[src/hw/rtl/eulr_pkg.sv]
`default_nettype none
// ----------------------------------------------------------------------------
// eulr_pkg
// Shared types, constants and arithmetic helpers for the ZYX Euler rotation
// matrix pipeline.
// ----------------------------------------------------------------------------
package eulr_pkg;

    localparam int ANGLE_BITS    = 16;
    localparam int FRAC_BITS     = 14;
    localparam int CORDIC_STAGES = 16;
    localparam int WORK_FRAC     = 30;
    localparam int OUT_BITS      = FRAC_BITS + 2;

    // datapath widths
    localparam int XY_W = 36;   // CORDIC x/y, Q.32 plus headroom
    localparam int Z_W  = 34;   // residual angle, 2^32 per turn
    localparam int Q_W  = 34;   // Q.30 trig values and products
    localparam int S_W  = 35;   // sums of two products

    // pipeline depths
    localparam int CORD_LAT = CORDIC_STAGES + 2;  // pre-rotate, stages, round
    localparam int MUL_LAT  = 3;                  // two product levels, finish
    localparam int LAT      = CORD_LAT + MUL_LAT;

    typedef logic signed [Q_W-1:0]      t_q30;
    typedef logic signed [OUT_BITS-1:0] t_elem;

    typedef enum logic [1:0] {
        CMD_FULL  = 2'd0,
        CMD_ROLL  = 2'd1,
        CMD_PITCH = 2'd2,
        CMD_YAW   = 2'd3
    } t_cmd;

    // atan(2^-i) in 2^32-per-turn units
    localparam logic [31:0] ATAN_TURN [32] = '{
        32'h20000000, 32'h12E4051E, 32'h09FB385B, 32'h051111D4,
        32'h028B0D43, 32'h0145D7E1, 32'h00A2F61E, 32'h00517C55,
        32'h0028BE53, 32'h00145F2F, 32'h000A2F98, 32'h000517CC,
        32'h00028BE6, 32'h000145F3, 32'h0000A2FA, 32'h0000517D,
        32'h000028BE, 32'h0000145F, 32'h00000A30, 32'h00000518,
        32'h0000028C, 32'h00000146, 32'h000000A3, 32'h00000051,
        32'h00000029, 32'h00000014, 32'h0000000A, 32'h00000005,
        32'h00000003, 32'h00000001, 32'h00000001, 32'h00000000
    };

    // squared CORDIC gain, scaled by 2^60
    function automatic longint unsigned gain_sq();
        longint unsigned p;
        p = 64'd1 << 60;
        for (int i = 0; i < CORDIC_STAGES && i < 32; i++) begin
            p = p + (p >> (2 * i));
        end
        return p;
    endfunction

    function automatic longint unsigned isqrt64(longint unsigned n_in);
        longint unsigned n;
        longint unsigned r;
        longint unsigned b;
        n = n_in;
        r = 64'd0;
        b = 64'd1 << 62;
        while (b > n) begin
            b = b >> 2;
        end
        while (b != 64'd0) begin
            if (n >= r + b) begin
                n = n - (r + b);
                r = (r >> 1) + b;
            end else begin
                r = r >> 1;
            end
            b = b >> 2;
        end
        return r;
    endfunction

    localparam longint unsigned GAIN_ROOT = isqrt64(gain_sq());
    localparam longint unsigned CORD_K    = (64'd1 << 62) / GAIN_ROOT;

    localparam t_q30 Q_ONE = t_q30'(64'd1 << WORK_FRAC);

    // Q.30 multiply, round half up
    function automatic t_q30 fmul(t_q30 a, t_q30 b);
        logic signed [2*Q_W-1:0] p;
        p = (2*Q_W)'(a) * (2*Q_W)'(b);
        p = p + ((2*Q_W)'(1) <<< (WORK_FRAC - 1));
        p = p >>> WORK_FRAC;
        return p[Q_W-1:0];
    endfunction

    // round Q.30 to Q1.FRAC_BITS and saturate to +-1.0
    function automatic t_elem finish(logic signed [S_W-1:0] e);
        logic signed [S_W-1:0] v;
        logic signed [S_W-1:0] lim;
        v = e;
        if (WORK_FRAC > FRAC_BITS) begin
            v = (e + (S_W'(1) <<< (WORK_FRAC - FRAC_BITS - 1))) >>> (WORK_FRAC - FRAC_BITS);
        end
        lim = S_W'(1) <<< FRAC_BITS;
        if (v > lim) begin
            v = lim;
        end
        if (v < -lim) begin
            v = -lim;
        end
        return v[OUT_BITS-1:0];
    endfunction

endpackage
`default_nettype wire

[src/hw/rtl/eulr_cordic.sv]
`default_nettype none
// ----------------------------------------------------------------------------
// eulr_cordic
// Pipelined rotation-mode CORDIC lane: binary angle in, Q.30 cosine and sine
// out, one register per micro-rotation.
// ----------------------------------------------------------------------------
module eulr_cordic (
    input  wire logic                                i_clk,
    input  wire logic                                i_en,
    input  wire logic [eulr_pkg::ANGLE_BITS-1:0]     i_angle,
    output eulr_pkg::t_q30                           o_cos,
    output eulr_pkg::t_q30                           o_sin
);
    localparam int N = eulr_pkg::CORDIC_STAGES;
    localparam int XW = eulr_pkg::XY_W;
    localparam int ZW = eulr_pkg::Z_W;

    logic signed [XW-1:0] r_x [N+1];
    logic signed [XW-1:0] r_y [N+1];
    logic signed [ZW-1:0] r_z [N+1];
    logic                 r_flip [N+1];

    logic [31:0] th;
    logic [31:0] th_adj;
    logic        flip;

    // fold the angle into [-pi/2, pi/2)
    always_comb begin
        th     = 32'(i_angle) << (32 - eulr_pkg::ANGLE_BITS);
        flip   = (th[31:30] == 2'b01) || (th[31:30] == 2'b10);
        th_adj = flip ? (th + 32'h80000000) : th;
    end

    always_ff @(posedge i_clk) begin
        if (i_en) begin
            r_x[0]    <= XW'(eulr_pkg::CORD_K);
            r_y[0]    <= '0;
            r_z[0]    <= ZW'($signed(th_adj));
            r_flip[0] <= flip;
        end
    end

    // micro-rotation stages
    for (genvar i = 0; i < N; i++) begin : g_stage
        logic signed [XW-1:0] dx;
        logic signed [XW-1:0] dy;
        logic signed [ZW-1:0] at;
        always_comb begin
            dx = r_y[i] >>> i;
            dy = r_x[i] >>> i;
            at = ZW'(eulr_pkg::ATAN_TURN[i % 32]);
        end
        always_ff @(posedge i_clk) begin
            if (i_en) begin
                if (!r_z[i][ZW-1]) begin
                    r_x[i+1] <= r_x[i] - dx;
                    r_y[i+1] <= r_y[i] + dy;
                    r_z[i+1] <= r_z[i] - at;
                end else begin
                    r_x[i+1] <= r_x[i] + dx;
                    r_y[i+1] <= r_y[i] - dy;
                    r_z[i+1] <= r_z[i] + at;
                end
                r_flip[i+1] <= r_flip[i];
            end
        end
    end

    // undo the fold, round Q.32 to Q.30
    logic signed [XW-1:0] xs;
    logic signed [XW-1:0] ys;
    logic signed [XW-1:0] xr;
    logic signed [XW-1:0] yr;
    always_comb begin
        xs = r_flip[N] ? -r_x[N] : r_x[N];
        ys = r_flip[N] ? -r_y[N] : r_y[N];
        xr = (xs + XW'(2)) >>> 2;
        yr = (ys + XW'(2)) >>> 2;
    end

    always_ff @(posedge i_clk) begin
        if (i_en) begin
            o_cos <= xr[eulr_pkg::Q_W-1:0];
            o_sin <= yr[eulr_pkg::Q_W-1:0];
        end
    end

endmodule
`default_nettype wire

[config.mk]
export PLATFORM = sky130hd
export DESIGN_NAME = eulr_cordic
export DESIGN_NICKNAME = d
export VERILOG_FILES = /design/src/hw/rtl/eulr_pkg.sv /design/src/hw/rtl/eulr_cordic.sv
export SDC_FILE = /design/constraint.sdc
export NUM_CORES = 2
export LEC_CHECK = 0
export BUFFER_PORTS_ARGS = -buffer_cell sky130_fd_sc_hd__buf_2
export CAP_MARGIN = 10
export CORE_ASPECT_RATIO = 0.6
export CORE_MARGIN = 3
export CORE_UTILIZATION = 25
export DETAILED_ROUTE_END_ITERATION = 6
export GPL_ROUTABILITY_DRIVEN = 0
export GPL_TIMING_DRIVEN = 1
export SLEW_MARGIN = 20
export SYNTH_ARGS = -nofsm -noshare
export SYNTH_HDL_FRONTEND = slang
export SYNTH_SLANG_ARGS = --single-unit
export TNS_END_PERCENT = 10
[constraint.sdc]
create_clock -name i_clk -period 6.2 [get_ports i_clk]
set_clock_uncertainty 0.2 [all_clocks]
set_input_delay 0.62 -clock i_clk [delete_from_list [all_inputs] [get_ports i_clk]]
set_output_delay 0.62 -clock i_clk [all_outputs]
set_load 0.05 [all_outputs]
==> results.md <==
- Status: completed
- Worst Slack Setup Final: about 0.36 ns
- Share of cells above drive strength 1: 4.65%
- Met3 WL: between 30 and 40 mm
- Library cells used by synthesis: 90
- Final-report hold violation count: 0
- Core ar.: 531000 um2
- Tmin final: 5.84 ns
- RSZ-0062 raised after global routing: false
- Commonest cells post-synth: edfxtp_1, ha_1, a21oi_1, xnor2_1, nor2_1
- Syn Area/Cell: 9.61 um2
- Routed wire length: around 370 mm
- Inserted Clock Buffers: 170
- CP dominant cell by count: a21o_1
- Cell area after synthesis: roughly 130000 um2
- Setup TNS: 0 ns
- Die Span Y: 572 um
- Kind of critical path: input port to flop
- Crit path cell chain: dlygate4sd3_1, buf_12, nand2_1, clkinv_1, buf_4, a31oi_1, xnor2_1, ha_1, a21o_1, a21o_1, a21o_1, a21o_1, a21oi_1, nor2b_1, a2111oi_0, buf_4, o31ai_1, a21o_1, a21oi_1, xnor2_1
- Vias in the first global route: ~97000
- Worst rel slew slack: about a quarter
- Avg WL per Cell: roughly 17 um
- Syn Nets: 15400
- Pre-CTS setup slack: 0.311 ns
- First-pass detailed-route iteration total: 6
- Remaining global-route overflow: 0
- Area of the multi-input gates: 83100 um2
- PortBufs: 85
- First-pass GRT wire length: roughly 570 mm
- Slowest CP cell: a2111oi_0
- Drt drc: 0
- Die Wd: 950 um
- DP Wirelength: between 200 and 300 mm
- Post-synthesis sequential element count: around 1600
- CTS tree: built
- Min-delay worst type: input port to flop
- Post-synth top flop: edfxtp_1
- Clock transition at the registers of the reported paths: around 0.060 ns
- Initial core utilization: 25.2%
- Share of Yosys cell area claimed by the top area cell type: a little over a third
- Nets: between 15000 and 20000
- M1 wire length: about 200 mm
- Max Buffers Root-to-Sink: 4
- Critical Path RT: 6.55 ns
- Initial DRC Count: between 10000 and 15000
- Final period utilization: between 90% and 100%
- Max Slew Vio Count: 0
- Area leader, netlist: edfxtp_1
- Pin count of the biggest net entering global routing: about 160
- Syn. warnings: 0
- Most used standard cell by instance count after synthesis: edfxtp_1
- H-tree Lvls: 4
- Register area: 47600 um2
- Via Count: ~110k
- Maxcap violations: 0
- DR top layer: met5
- Gate Count Post-Synth: around 14000
- CTS sink cnt: 1586
- Met2 wire length: 133 mm
- Setup bufs post-CTS: 0
- Ys async rst share: 0%
- Number of nets still failing antenna checks after routing: 0
- Setup crit end kind: flop
- Tot GR Track Use: roughly an eighth
- Cell row count: 207
- Root buffer cell: clkbuf_16
- Initial antenna violation count: 13
- Slew @ Worst Pin: ~1.1 ns
- Crit path max fanout: 40
- Max stage delay on crit path: 0.84 ns
- Ranking of synthesized cells by area: edfxtp_1, ha_1, xnor2_1
- Top Ports: 86
- Count of final setup violators: 0
- Seq/Total Area, Yosys: a little over a third
- Achievable Freq: approximately 170 MHz
- Setup crit start kind: input port
- Layout area overhead: 11.3%
- # fillers: between 50000 and 60000
- Via density per instance: 4.99
- Clk Latency, worst-skew pair: 0.92 ns
- Critical Path AT: roughly 6.2 ns
- Die ar.: between 500000 and 600000 um2
- Post-synth EDFFs: roughly 1600
## cell type report
cell class / instances / area share, %
Sequential cell: 1586 / 32.0
Clock buffer: 203 / 2.97
Clock inverter: 95 / 0.700
Timing Repair Buffer: 246 / 1.16
Inverter: 538 / 1.36
Multi-Input combinational cell: 11500 / 55.8
Antenna cell: 6 / 0.0101
Tap cell: 7106 / 5.97
## cell families (layout without fill, tap and decap cells)
family,count (synthesis),after routing,share of synthesized area (%)
fa+ha+maj,1494,1494,14.2
simple gates,3591,3591,13.1
other cells,0,6,0
compound gates,4259,4259,20.3
xor+xnor,2084,2084,13.7
flops,1586,1586,35.6
mux,105,105,0.820
buf+inv,800,1082,2.27
## worst max-delay path, delay by kind of cell
| kind | cells | cell delay (ns) |
|---|---|---|
| AND/OR/NAND/NOR | 2 | 0.22 |
| adder cells (fa/ha/maj) | 1 | 0.37 |
| XOR/XNOR | 2 | 0.30 |
| AO/OA/AOI/OAI | 10 | 2.54 |
| buffers and inverters | 5 | 2.02 |
## worst paths after layout
| kind | start | end | slack [ns] | depth (start not counted) |
|---|---|---|---|---|
| worst min-delay path | i_angle[15] | r_flip[0] | 0.07 | 2 |
| worst max-delay path | i_en | r_y[12][32] | 0.36 | 20 |
| worst min register to register | r_flip[13] | r_flip[14] | 0.21 | 0 |
| worst max register to register | r_x[3][4] | r_y[4][33] | 0.40 | 17 |
## repair_timing
| item | in CTS | in global routing |
|---|---|---|
| endpoints found under the hold margin | 20 | 0 |
| hold buffers | 16 | 0 |
| setup endpoints to repair | 0 | 7 |
| gates resized for setup | 0 | 3 |
## cells in the final DEF, fill, tap and decap left out, types with 35 or more instances in the layout
cell,instances
a31oi_1,120
mux2i_1,69
nor3_1,343
xnor2_1,1365
o211ai_1,49
a21o_1,709
o41ai_1,68
nand2b_1,238
buf_4,142
a211o_1,35
ha_1,1452
nand2_1,783
o21a_1,240
a211oi_1,113
or4_1,69
nand4_1,104
a31o_2,59
xor2_1,719
o21ai_0,765
a21oi_1,1389
buf_2,84
and3_1,122
and2_1,64
o31ai_1,161
inv_1,530
fa_1,42
o21bai_1,176
nor2_1,1038
mux2_2,36
nand3_1,216
or2_2,49
nor4_1,106
nor2b_1,216
clkbuf_16,172
or3_1,104
a21boi_0,54
edfxtp_1,1586
## routing by layer
layer  track usage (%)  vias up
met1              21.5    50300
met5             0.271        -
li1                  -    52100
met4              1.62        2
met2              16.7     3641
met3              3.04      295
## sequential cells by signal, indices dropped and copies added, names as in the netlist
name    count
r_z       450
r_flip     17
o_sin      34
r_x       512
o_cos      34
r_y       539
## stage by stage
stage          hold WS, ns  area, um2  util (%)  cells
2_1_floorplan        0.200     134000         -  13900
3_3_place_gp         0.202     143000      27.0  21000
6_report            0.0714     149000      28.0  21300
5_1_grt             0.0362     149000      28.0  21300
4_1_cts             0.0216     149000      28.0  21300
3_5_place_dp         0.205     143000      27.0  21000
Power is left out: the tool's default activity adds up to more than one toggle a clock period on the data nets, which glitch-free logic cannot reach.
